`src/rtl/ps2mpt_pkg.sv`:
```
// ============================================================================
// ps2mpt_pkg
// Shared types and constants for the PS/2 mouse packet tracker.
// ============================================================================
`default_nettype none

package ps2mpt_pkg;

   // Cursor position width and derived arithmetic widths
   localparam int POS_W   = 12;
   localparam int CFG_W   = 13;                          // widest register
   localparam int DELTA_W = 12;                          // 9-bit delta times 3-bit factor
   localparam int SUM_W   = ((POS_W > DELTA_W) ? POS_W : DELTA_W) + 2;
   localparam int LIM_W   = (POS_W > CFG_W) ? POS_W : CFG_W;
   localparam int CNT_W   = 32;

   localparam logic [POS_W-1:0] MAX_POS = {POS_W{1'b1}};

   // Register reset values
   localparam logic [CFG_W-1:0] SCREEN_WIDTH_RESET    = CFG_W'(640);
   localparam logic [CFG_W-1:0] SCREEN_HEIGHT_RESET   = CFG_W'(480);
   localparam logic [7:0]       ACCEL_THRESHOLD_RESET = 8'd5;
   localparam logic [2:0]       ACCEL_FACTOR_RESET    = 3'd2;

   // State reset values
   localparam logic [POS_W-1:0] CURSOR_X_RESET = POS_W'(160);
   localparam logic [POS_W-1:0] CURSOR_Y_RESET = POS_W'(100);

   // Controller status bits
   localparam int STATUS_OUT_FULL = 0;
   localparam int STATUS_AUX_DATA = 5;

   // Header byte bits
   localparam int HDR_ALWAYS_ONE = 3;
   localparam int HDR_X_SIGN     = 4;
   localparam int HDR_Y_SIGN     = 5;
   localparam int HDR_X_OVFL     = 6;
   localparam int HDR_Y_OVFL     = 7;

   // Register indexes
   localparam int CSR_IDX_W = 2;
   typedef enum logic [CSR_IDX_W-1:0] {
      CSR_SCREEN_WIDTH    = 2'd0,
      CSR_SCREEN_HEIGHT   = 2'd1,
      CSR_ACCEL_THRESHOLD = 2'd2,
      CSR_ACCEL_FACTOR    = 2'd3
   } csr_index_type;

   // Packet byte phase, one-hot
   typedef enum logic [2:0] {
      PH_HEADER = 3'b001,
      PH_X_BYTE = 3'b010,
      PH_Y_BYTE = 3'b100
   } phase_type;

endpackage

`default_nettype wire

```
`src/rtl/ps2mpt_axis.sv`:
```
// ============================================================================
// ps2mpt_axis
// One axis of cursor motion: acceleration, position update and clamp.
// ============================================================================
`default_nettype none

module ps2mpt_axis
   import ps2mpt_pkg::*;
(
   input  wire logic [POS_W-1:0] cur_pos,
   input  wire logic [7:0]       delta_low,
   input  wire logic             delta_sign,
   input  wire logic             subtract,
   input  wire logic [7:0]       threshold,
   input  wire logic [2:0]       factor,
   input  wire logic [CFG_W-1:0] screen_size,
   output logic      [POS_W-1:0] new_pos
);

   logic signed [8:0]       delta;
   logic        [8:0]       magnitude;
   logic signed [SUM_W-1:0] delta_ext;
   logic signed [SUM_W-1:0] scaled;
   logic signed [SUM_W-1:0] accel_delta;
   logic signed [SUM_W-1:0] pos_ext;
   logic signed [SUM_W-1:0] sum;
   logic        [CFG_W-1:0] size_m1;
   logic        [LIM_W-1:0] size_ext;
   logic        [LIM_W-1:0] max_ext;
   logic        [LIM_W-1:0] limit;
   logic signed [SUM_W-1:0] limit_ext;

   // 9-bit two's complement delta and its magnitude
   assign delta     = $signed({delta_sign, delta_low});
   assign magnitude = delta_sign ? (~{delta_sign, delta_low} + 9'd1)
                                 : {delta_sign, delta_low};

   // Acceleration beyond threshold
   assign delta_ext   = SUM_W'(delta);
   assign scaled      = delta_ext * SUM_W'($signed({1'b0, factor}));
   assign accel_delta = (magnitude > {1'b0, threshold}) ? scaled : delta_ext;

   // New unclamped position
   assign pos_ext = SUM_W'($signed({1'b0, cur_pos}));
   assign sum     = subtract ? (pos_ext - accel_delta) : (pos_ext + accel_delta);

   // Screen limit: size of zero acts as one, saturate at position range
   assign size_m1   = (screen_size == '0) ? '0 : (screen_size - CFG_W'(1));
   assign size_ext  = LIM_W'(size_m1);
   assign max_ext   = LIM_W'(MAX_POS);
   assign limit     = (size_ext > max_ext) ? max_ext : size_ext;
   assign limit_ext = $signed(SUM_W'(limit));

   // Clamp
   always_comb begin
      if (sum < 0) begin
         new_pos = '0;
      end else if (sum > limit_ext) begin
         new_pos = POS_W'(limit);
      end else begin
         new_pos = POS_W'(sum);
      end
   end

endmodule

`default_nettype wire

```
`src/rtl/ps2_mouse_packet_tracker_top.sv`:
```
// ============================================================================
// ps2_mouse_packet_tracker_top
// Assembles three-byte PS/2 mouse packets and tracks the cursor position.
// ============================================================================
// Usage:
//  - Request channel (req_*): one controller status byte and data byte per
//    request. Bytes without output-full and aux-data status change nothing
//    but still return a response.
//  - Response channel (rsp_*): exactly one response per request, carrying
//    cursor position, buttons, per-byte flags and the two wrapping counters.
//  - Registered response: a request accepted at one edge shows its response
//    from the next. Throughput is one request per cycle while responses are
//    taken, set by the single combinational update between state and flag regs.
//  - The tracker state doubles as the response payload register; it only
//    changes when a request is accepted, which is only when the response slot
//    is empty or being taken in the same cycle.
//  - If the receiver stalls, req_ready drops while a response waits, and the
//    response holds unchanged until taken.
//  - Reset (synchronous) restores all registers to their defaults: 640x480
//    screen, threshold 5, factor 2, cursor at (160,100), counters cleared.
//  - csr_* writes take effect at the edge of csr_we; write only while idle.
// ============================================================================
`default_nettype none

module ps2_mouse_packet_tracker_top
   import ps2mpt_pkg::*;
(
   input  wire logic                 clock,
   input  wire logic                 reset,

   input  wire logic                 csr_we,
   input  wire logic [CSR_IDX_W-1:0] csr_index,
   input  wire logic [CFG_W-1:0]     csr_wdata,

   input  wire logic                 req_valid,
   output logic                      req_ready,
   input  wire logic [7:0]           req_ctrl_status,
   input  wire logic [7:0]           req_rx_byte,

   output logic                      rsp_valid,
   input  wire logic                 rsp_ready,
   output logic      [POS_W-1:0]     rsp_pos_x,
   output logic      [POS_W-1:0]     rsp_pos_y,
   output logic      [2:0]           rsp_button_bits,
   output logic                      rsp_packet_done,
   output logic                      rsp_motion_dropped,
   output logic                      rsp_sync_error,
   output logic      [CNT_W-1:0]     rsp_packets_seen,
   output logic      [CNT_W-1:0]     rsp_errors_seen
);

   // Configuration registers
   logic [CFG_W-1:0] screen_width_ff;
   logic [CFG_W-1:0] screen_height_ff;
   logic [7:0]       accel_threshold_ff;
   logic [2:0]       accel_factor_ff;

   // Tracker state
   phase_type        phase_ff,   phase_in;
   logic [7:0]       header_ff,  header_in;
   logic [7:0]       x_byte_ff,  x_byte_in;
   logic [POS_W-1:0] cursor_x_ff, cursor_x_in;
   logic [POS_W-1:0] cursor_y_ff, cursor_y_in;
   logic [2:0]       buttons_ff, buttons_in;
   logic [CNT_W-1:0] pkt_cnt_ff, pkt_cnt_in;
   logic [CNT_W-1:0] err_cnt_ff, err_cnt_in;

   // Response slot
   logic             rsp_valid_ff, rsp_valid_in;
   logic             done_ff,    done_in;
   logic             dropped_ff, dropped_in;
   logic             serr_ff,    serr_in;

   logic             accept;
   logic             byte_taken;
   logic             overflow;
   logic [POS_W-1:0] moved_x;
   logic [POS_W-1:0] moved_y;

   // Handshake
   assign req_ready  = !rsp_valid_ff || rsp_ready;
   assign accept     = req_valid && req_ready;
   assign byte_taken = req_ctrl_status[STATUS_OUT_FULL] && req_ctrl_status[STATUS_AUX_DATA];
   assign overflow   = header_ff[HDR_X_OVFL] || header_ff[HDR_Y_OVFL];

   // Per-axis motion
   ps2mpt_axis u_axis_x (
      .cur_pos     (cursor_x_ff),
      .delta_low   (x_byte_ff),
      .delta_sign  (header_ff[HDR_X_SIGN]),
      .subtract    (1'b0),
      .threshold   (accel_threshold_ff),
      .factor      (accel_factor_ff),
      .screen_size (screen_width_ff),
      .new_pos     (moved_x)
   );

   ps2mpt_axis u_axis_y (
      .cur_pos     (cursor_y_ff),
      .delta_low   (req_rx_byte),
      .delta_sign  (header_ff[HDR_Y_SIGN]),
      .subtract    (1'b1),
      .threshold   (accel_threshold_ff),
      .factor      (accel_factor_ff),
      .screen_size (screen_height_ff),
      .new_pos     (moved_y)
   );

   // Packet assembly and state update
   always_comb begin
      phase_in     = phase_ff;
      header_in    = header_ff;
      x_byte_in    = x_byte_ff;
      cursor_x_in  = cursor_x_ff;
      cursor_y_in  = cursor_y_ff;
      buttons_in   = buttons_ff;
      pkt_cnt_in   = pkt_cnt_ff;
      err_cnt_in   = err_cnt_ff;
      done_in      = done_ff;
      dropped_in   = dropped_ff;
      serr_in      = serr_ff;
      rsp_valid_in = rsp_valid_ff && !rsp_ready;

      if (accept) begin
         rsp_valid_in = 1'b1;
         done_in      = 1'b0;
         dropped_in   = 1'b0;
         serr_in      = 1'b0;
         if (byte_taken) begin
            unique case (phase_ff)
               PH_X_BYTE: begin
                  x_byte_in = req_rx_byte;
                  phase_in  = PH_Y_BYTE;
               end
               PH_Y_BYTE: begin
                  phase_in   = PH_HEADER;
                  done_in    = 1'b1;
                  pkt_cnt_in = pkt_cnt_ff + CNT_W'(1);
                  buttons_in = header_ff[2:0];
                  if (overflow) begin
                     dropped_in = 1'b1;
                  end else begin
                     cursor_x_in = moved_x;
                     cursor_y_in = moved_y;
                  end
               end
               default: begin
                  // header byte
                  if (!req_rx_byte[HDR_ALWAYS_ONE]) begin
                     phase_in   = PH_HEADER;
                     serr_in    = 1'b1;
                     err_cnt_in = err_cnt_ff + CNT_W'(1);
                  end else begin
                     header_in = req_rx_byte;
                     phase_in  = PH_X_BYTE;
                  end
               end
            endcase
         end
      end
   end

   // Registers
   always_ff @(posedge clock) begin
      if (reset) begin
         screen_width_ff    <= SCREEN_WIDTH_RESET;
         screen_height_ff   <= SCREEN_HEIGHT_RESET;
         accel_threshold_ff <= ACCEL_THRESHOLD_RESET;
         accel_factor_ff    <= ACCEL_FACTOR_RESET;
         phase_ff           <= PH_HEADER;
         header_ff          <= '0;
         x_byte_ff          <= '0;
         cursor_x_ff        <= CURSOR_X_RESET;
         cursor_y_ff        <= CURSOR_Y_RESET;
         buttons_ff         <= '0;
         pkt_cnt_ff         <= '0;
         err_cnt_ff         <= '0;
         rsp_valid_ff       <= 1'b0;
         done_ff            <= 1'b0;
         dropped_ff         <= 1'b0;
         serr_ff            <= 1'b0;
      end else begin
         phase_ff     <= phase_in;
         header_ff    <= header_in;
         x_byte_ff    <= x_byte_in;
         cursor_x_ff  <= cursor_x_in;
         cursor_y_ff  <= cursor_y_in;
         buttons_ff   <= buttons_in;
         pkt_cnt_ff   <= pkt_cnt_in;
         err_cnt_ff   <= err_cnt_in;
         rsp_valid_ff <= rsp_valid_in;
         done_ff      <= done_in;
         dropped_ff   <= dropped_in;
         serr_ff      <= serr_in;
         // configuration write decode
         if (csr_we) begin
            unique case (csr_index_type'(csr_index))
               CSR_SCREEN_WIDTH:    screen_width_ff    <= csr_wdata;
               CSR_SCREEN_HEIGHT:   screen_height_ff   <= csr_wdata;
               CSR_ACCEL_THRESHOLD: accel_threshold_ff <= csr_wdata[7:0];
               CSR_ACCEL_FACTOR:    accel_factor_ff    <= csr_wdata[2:0];
               default: ;
            endcase
         end
      end
   end

   // Response outputs
   assign rsp_valid          = rsp_valid_ff;
   assign rsp_pos_x          = cursor_x_ff;
   assign rsp_pos_y          = cursor_y_ff;
   assign rsp_button_bits    = buttons_ff;
   assign rsp_packet_done    = done_ff;
   assign rsp_motion_dropped = dropped_ff;
   assign rsp_sync_error     = serr_ff;
   assign rsp_packets_seen   = pkt_cnt_ff;
   assign rsp_errors_seen    = err_cnt_ff;

endmodule

`default_nettype wire

```
`config.mk`:
```
export PLATFORM = sky130hd
export DESIGN_NAME = ps2_mouse_packet_tracker_top
export DESIGN_NICKNAME = d
export VERILOG_FILES = /design/src/rtl/ps2mpt_pkg.sv /design/src/rtl/ps2mpt_axis.sv /design/src/rtl/ps2_mouse_packet_tracker_top.sv
export SDC_FILE = /design/constraint.sdc
export NUM_CORES = 1
export LEC_CHECK = 0
export ABC_AREA = 1
export BUFFER_PORTS_ARGS = -buffer_cell sky130_fd_sc_hd__buf_2
export CAP_MARGIN = 40
export CORE_UTILIZATION = 28
export DETAILED_ROUTE_END_ITERATION = 10
export GPL_TIMING_DRIVEN = 0
export HOLD_SLACK_MARGIN = 0.12
export PLACE_DENSITY_LB_ADDON = 0.1
export SETUP_SLACK_MARGIN = 0.2
export SLEW_MARGIN = 20
export SYNTH_ARGS = -nofsm -noshare
export SYNTH_HDL_FRONTEND = slang
export SYNTH_SLANG_ARGS = --single-unit
```
`constraint.sdc`:
```
create_clock -name clock -period 6.8 [get_ports clock]
set_clock_uncertainty 0.1 [all_clocks]
set_input_delay 0 -clock clock [delete_from_list [all_inputs] [get_ports clock]]
set_output_delay 0 -clock clock [all_outputs]
set_load 0.02 [all_outputs]
```
After elaboration in Yosys (flattened, before gate mapping)
Index checks and enable logic that the tools add are counted.
Widths: inputs -> output; s select.
Operators by class
  div/mod/pow operators: 0
  bitwise operators: 5
  muxes and demuxes: 23
  add/subtract/negate cells: 8
  order comparisons: 8
  $mul: 2
  eq/ne operators: 5
  shifts and indexed selects: 0
  reduce and logical (&&, ||, !) cells: 21
Operators with widths (count)
  $add 32x1->32 const B: 2
  $mux 13: 4
  $mux 12: 4
  $gt 14x14->1: 2
  $lt 14x1->1 const B: 2
  $mux 14: 2
  $gt 13x12->1 const B: 2
  $logic_not 13->1: 2
  $mul 9x4->13: 2
  $sub 13x1->13 const B: 2
  $add 9x1->9 const B: 2
  $gt 9x8->1: 2
  $mux 9: 2
  $not 9->9: 2
  $add 13x14->14: 1
  $sub 13x14->14: 1
  $reduce_and 4->1: 3
  $reduce_and 2->1: 5
  $mux 1: 9
  $pmux 3 s2: 1
  $reduce_and 3->1: 2
  $eq 2x2->1 const B: 2
  $eq 3x2->1 const B: 1
  $eq 3x3->1 const B: 1
  8 further kinds: 14
Storage, ports and cells
  ROM bits: 0
  flip-flop bits (word level): 151
  memories: 0
  logic and storage cells: 88
  bits in writable memories: 0
  latch bits: 0
  input bits: 36

Logic depth before layout (Yosys ltp)
  depth in word-level cells: 9
  mapped depth: 42

Cells and area by module
Synthesis repeated with hierarchy kept, for this count alone.
Unflattened totals
  cell total of the unflattened synthesis: 2073
  area, all modules: 13372.8 um^2
Modules (own cells, without submodules)
  ps2_mouse_packet_tracker_top: instances 1, cells each 953, area each 6543.8 um^2, sequential area each 3002.9 um^2
  ps2mpt_axis (u_axis_x): instances 1, cells each 576, area each 3488.3 um^2, sequential area each 0.0 um^2
  ps2mpt_axis (u_axis_y): instances 1, cells each 544, area each 3340.7 um^2, sequential area each 0.0 um^2

Worst setup path before layout
Ideal clock, no wire load.
  path type: reg2reg
  start point: register accel_factor_ff[1]
  end point: register cursor_y_ff[0], in the netlist rsp_pos_y[0]
  period minus slack after synthesis: 5331 ps
  buffers on the path: 2
  stages on the path, launching flop included: 32
  arrival time: 5161 ps
  path slack: 1469 ps
  path through: dfxtp_1 -> clkbuf_1 -> clkbuf_1 -> nand2_1 -> inv_1 -> ha_1 -> fa_1 -> ha_1 -> a21oi_1 -> nand2_1 -> a21oi_1 -> nor2_1 -> nor2_1 -> xor2_1 -> nand2_1 -> o21ai_0 -> ha_1 -> a21oi_1 -> o21ai_0 -> a21oi_1 -> o21ai_0 -> a21o_1 -> a21oi_1 -> xnor2_1 -> ha_1 -> and3_1 -> nand4_1 -> a21boi_2 -> nand2_1 -> nand2_1 -> nand2_1 -> a21oi_1
Between the ends
  cells in the longest elaborated chain, start to end: 6
Ends and longest elaborated chain
  from (decl): line ps2_mouse_packet_tracker_top.sv:56  | logic [2:0] accel_factor_ff;
  from (signal assigned): line ps2_mouse_packet_tracker_top.sv:201  | CSR_ACCEL_FACTOR: accel_factor_ff <= csr_wdata[2:0];
  $mul 9x4->13 *: line ps2mpt_axis.sv:40  | assign scaled = delta_ext * SUM_W'($signed({1'b0, factor}));
  $mux 14 *: line ps2mpt_axis.sv:41  | assign accel_delta = (magnitude > {1'b0, threshold}) ? scaled : delta_ext;
  $sub 13x14->14 *: line ps2mpt_axis.sv:45  | assign sum = subtract ? (pos_ext - accel_delta) : (pos_ext + accel_delta);
  $gt 14x14->1: line ps2mpt_axis.sv:58  | end else if (sum > limit_ext) begin
  $mux 12: line ps2mpt_axis.sv:58
  $mux 12 *: line ps2mpt_axis.sv:56  | if (sum < 0) begin
  to (signal assigned): line ps2_mouse_packet_tracker_top.sv:187  | cursor_y_ff <= cursor_y_in;
  to (decl): line ps2_mouse_packet_tracker_top.sv:63  | logic [POS_W-1:0] cursor_y_ff, cursor_y_in;
Mark *: on every way between the ends. The rest lies on a longest branch, timed or not.
A chain may end at the register's enable or synchronous reset.

Worst setup path in the final report
  start point: register accel_factor_ff[1]
  end point: register cursor_y_ff[7], in the netlist rsp_pos_y[7]
The elaborated chain is that of the path after synthesis.

==> qor.txt <==
CTS buffer count: 17
DP Area: 13600 µm²
Leakage: 7.35 nW
Worst Hold Path Cells: 4
Fin. Hold Viols: 0
Port Buf Inserts: 122
Status: finished, final reports clean
Crit Path Category: reg2reg
Largest net degree at the start of global routing: 18
CP Launch Type: flip-flop
Max_cap viols: 0
Critical-path top delay cell: fa_1
DRT antenna net count: 0
Clock share of power: 38.9%
Slew headroom: 44.9%
First-iteration detailed-routing DRC count: 533
Synthesized area per cell: 6.61 µm²
Unrepaired setup endpoints after global routing: true
Design area: 14600 µm²
Synth Cell Area: 12200 µm²
Hold endpoint: screen_height_ff[11]$_SDFFE_PP0P_
Most common cell after layout, fill and taps aside: nand2_1
Post-Route Setup TNS: 0 ps
DR vias: 11900
RR Endpoint: rsp_pos_y[7]$_SDFFE_PP0P_
Final setup fails: 0
Max incr delay on CP: 490 ps
Area Growth Syn to Fin: 19.9%
Largest cells by area after synthesis: dfxtp_1 (25%), ha_1 (12%), nand2_1 (12%)
DP Worst Slack: 132 ps
Initial antenna violation count: 0
Worst vdd ir: 174 µV
CP top delay family: compound AO/OA/AOI/OAI gates
Yosys cell types: 55
CP arrival: 6370 ps
Setup repair bufs after CTS: 0
Int Pwr: 1.60 mW
H-tree Lvls: 4
Worst R2R Path Depth: 31
Fmax: 0.164 GHz
Reg-to-reg slack, setup: 710 ps
Final min period: 6090 ps
DRC: 0
DIE HEIGHT: 211 µm
WL final: 38900 µm
Clock slew at reported path FFs: 70 ps
Most frequent cells in the layout: nand2_1 (399), inv_1 (319), nor2_1 (179)
Total Power: 2.47 mW
Main flop type after synthesis: dfxtp_1
Critical Path RT: 7080 ps
Sequential area share after synthesis: 24.6%
I/O Pins: 132
Yosys Warn Count: 0
Pwr dens: 169 nW/µm²
Most used cell along the critical path: a21oi_1
Cells after Synth: 1843
Net Switching: 0.874 mW
Wirelength per Cell: 14.8 µm
Layout Nets: 2209
Number of synthesized flops with an enable pin: 0
Worst-margin pin slew: 826 ps
Hold slack final: 282 ps
Share of post-route cells with drive strength above 1: 11.2%
Die width: 211 µm
Top-area cell type share of the netlist area: 24.6%
# placed instances: 2553
Vias/cell: 4.53
CTS root buf: clkbuf_16
Max FO, Critical Path: 10
GPL Wtd Cong: 0.832
Router iterations before antenna repair: 5
Setup crit end kind: flip-flop
Row cnt: 76
Die area: 44400 µm²
Synth async-reset ratio: 0%
Vias in the first global route: 11400
Filler cell count in the final layout: 4807
FF-to-FF Start: accel_factor_ff[1]$_SDFFE_PP1P_
CTS sink cnt: 150
Inserted Diodes: 0
Yosys reg bits: 150
Clock tree buffer depth: 2
Final cell count without fillers: 2630
PnR worst setup slack: 708 ps
Slew Viols, Final: 0
DP Wirelength: 31400 µm
Finished Core Util: 34.0%
Hold Startpoint: csr_wdata[11]
Overall Global Routing Usage: 18.1%
Largest area contributor in the netlist: dfxtp_1
Gr ovfl total: 0
Combinational Power Share: 24.5%
Worst hold-check path type: in2reg
Buf/Inv on CP: 3
Switching share of power: 35.4%
Period Utilization, post-route: 89.6%
First-pass GRT wire length: 62100 µm
Starting Density: 28.4%
Core area: 43000 µm²
TritonCTS clock tree: yes
Worst skew pair latency: 460 ps
Seq pwr share: 36.6%
## tightest hold or removal path: cells and delay by family
kind	cells	cell delay, ps
buf+inv	2	650
simple gates	2	140
## cell usage after synthesis, types with 5 or more instances
| cell | instances |
|---|---|
| nand2_1 | 402 |
| inv_1 | 319 |
| nor2_1 | 179 |
| a21oi_1 | 159 |
| dfxtp_1 | 150 |
| o21ai_0 | 128 |
| ha_1 | 121 |
| nand3_1 | 71 |
| xor2_1 | 50 |
| nor3_1 | 46 |
| clkbuf_1 | 33 |
| nand4_1 | 26 |
| fa_1 | 20 |
| xnor2_1 | 19 |
| nand2_2 | 11 |
| nor2_4 | 10 |
| o211ai_1 | 9 |
| nand2_4 | 7 |
| a31oi_1 | 6 |
| nor4_1 | 6 |
| o21ai_1 | 5 |
## area by class of cell
type,instances,area [µm²],area share [%]
buffer,41,183,1.25
sequential,150,3000,20.5
inverter,325,1220,8.38
timing repair buffer,169,1090,7.46
multi-input combinational,1328,7810,53.4
clock buffer,17,425,2.91
clock inverter,15,153,1.04
tap,585,732,5.01
## routing by layer
layer,vias up,GRT usage [%],share of wire (%)
li1,6285,-,-
met1,5421,23.9,48
met2,171,30.5,47
met3,31,3.02,3.2
met4,0,4.42,1.5
met5,-,0,0
## power by group through the flow
stage	Sequential [mW]	Combinational (mW)	Clock, mW
finish	0.904	0.605	0.961
CTS	0.903	0.605	0.998
floorplan	0.921	0.420	0
global route	0.905	0.695	1.03
global placement	0.924	0.577	0
detailed placement	0.924	0.582	0
## state kept, by name, indices dropped and copies added (netlist names), 7 cells and up
name / flops
rsp_errors_seen: 32
screen_height_ff: 13
accel_threshold_ff: 8
rsp_pos_y: 12
x_byte_ff: 8
rsp_packets_seen: 32
rsp_pos_x: 12
header_ff: 7
screen_width_ff: 13
## how the worst max path moves through the flow
stage,from,end,slack [ps],cells after the start
after floorplan,accel_factor_ff[1]$_SDFFE_PP1P_,rsp_pos_y[0]$_SDFFE_PP0P_,1470,31
after global placement,accel_factor_ff[1]$_SDFFE_PP1P_,rsp_pos_y[3]$_SDFFE_PP0P_,150,31
after detailed placement,accel_factor_ff[1]$_SDFFE_PP1P_,rsp_pos_y[7]$_SDFFE_PP0P_,130,31
after CTS,accel_factor_ff[2]$_SDFFE_PP0P_,rsp_pos_y[7]$_SDFFE_PP0P_,220,31
after global routing,req_rx_byte[0],rsp_pos_y[4]$_SDFFE_PP0P_,170,40
final,accel_factor_ff[1]$_SDFFE_PP1P_,rsp_pos_y[7]$_SDFFE_PP0P_,710,31
## kinds of logic after synthesis
logic type,Yosys count,share of synthesized area (%)
flip-flops,150,24.6
AND/OR/NAND/NOR,791,29.1
buffers and inverters,366,11.5
adder cells (fa/ha/maj),141,15.7
AO/OA/AOI/OAI,325,14.0
XOR/XNOR,69,4.96
other,1,0.0308
## what timing repair did
action / CTS / global route
hold endpoints to repair: 83 / 0
resized for setup: 1 / 15
hold buffers: 45 / 0
setup endpoints to repair: 10 / 23
No activity file was read; power rests on OpenSTA's default activity.
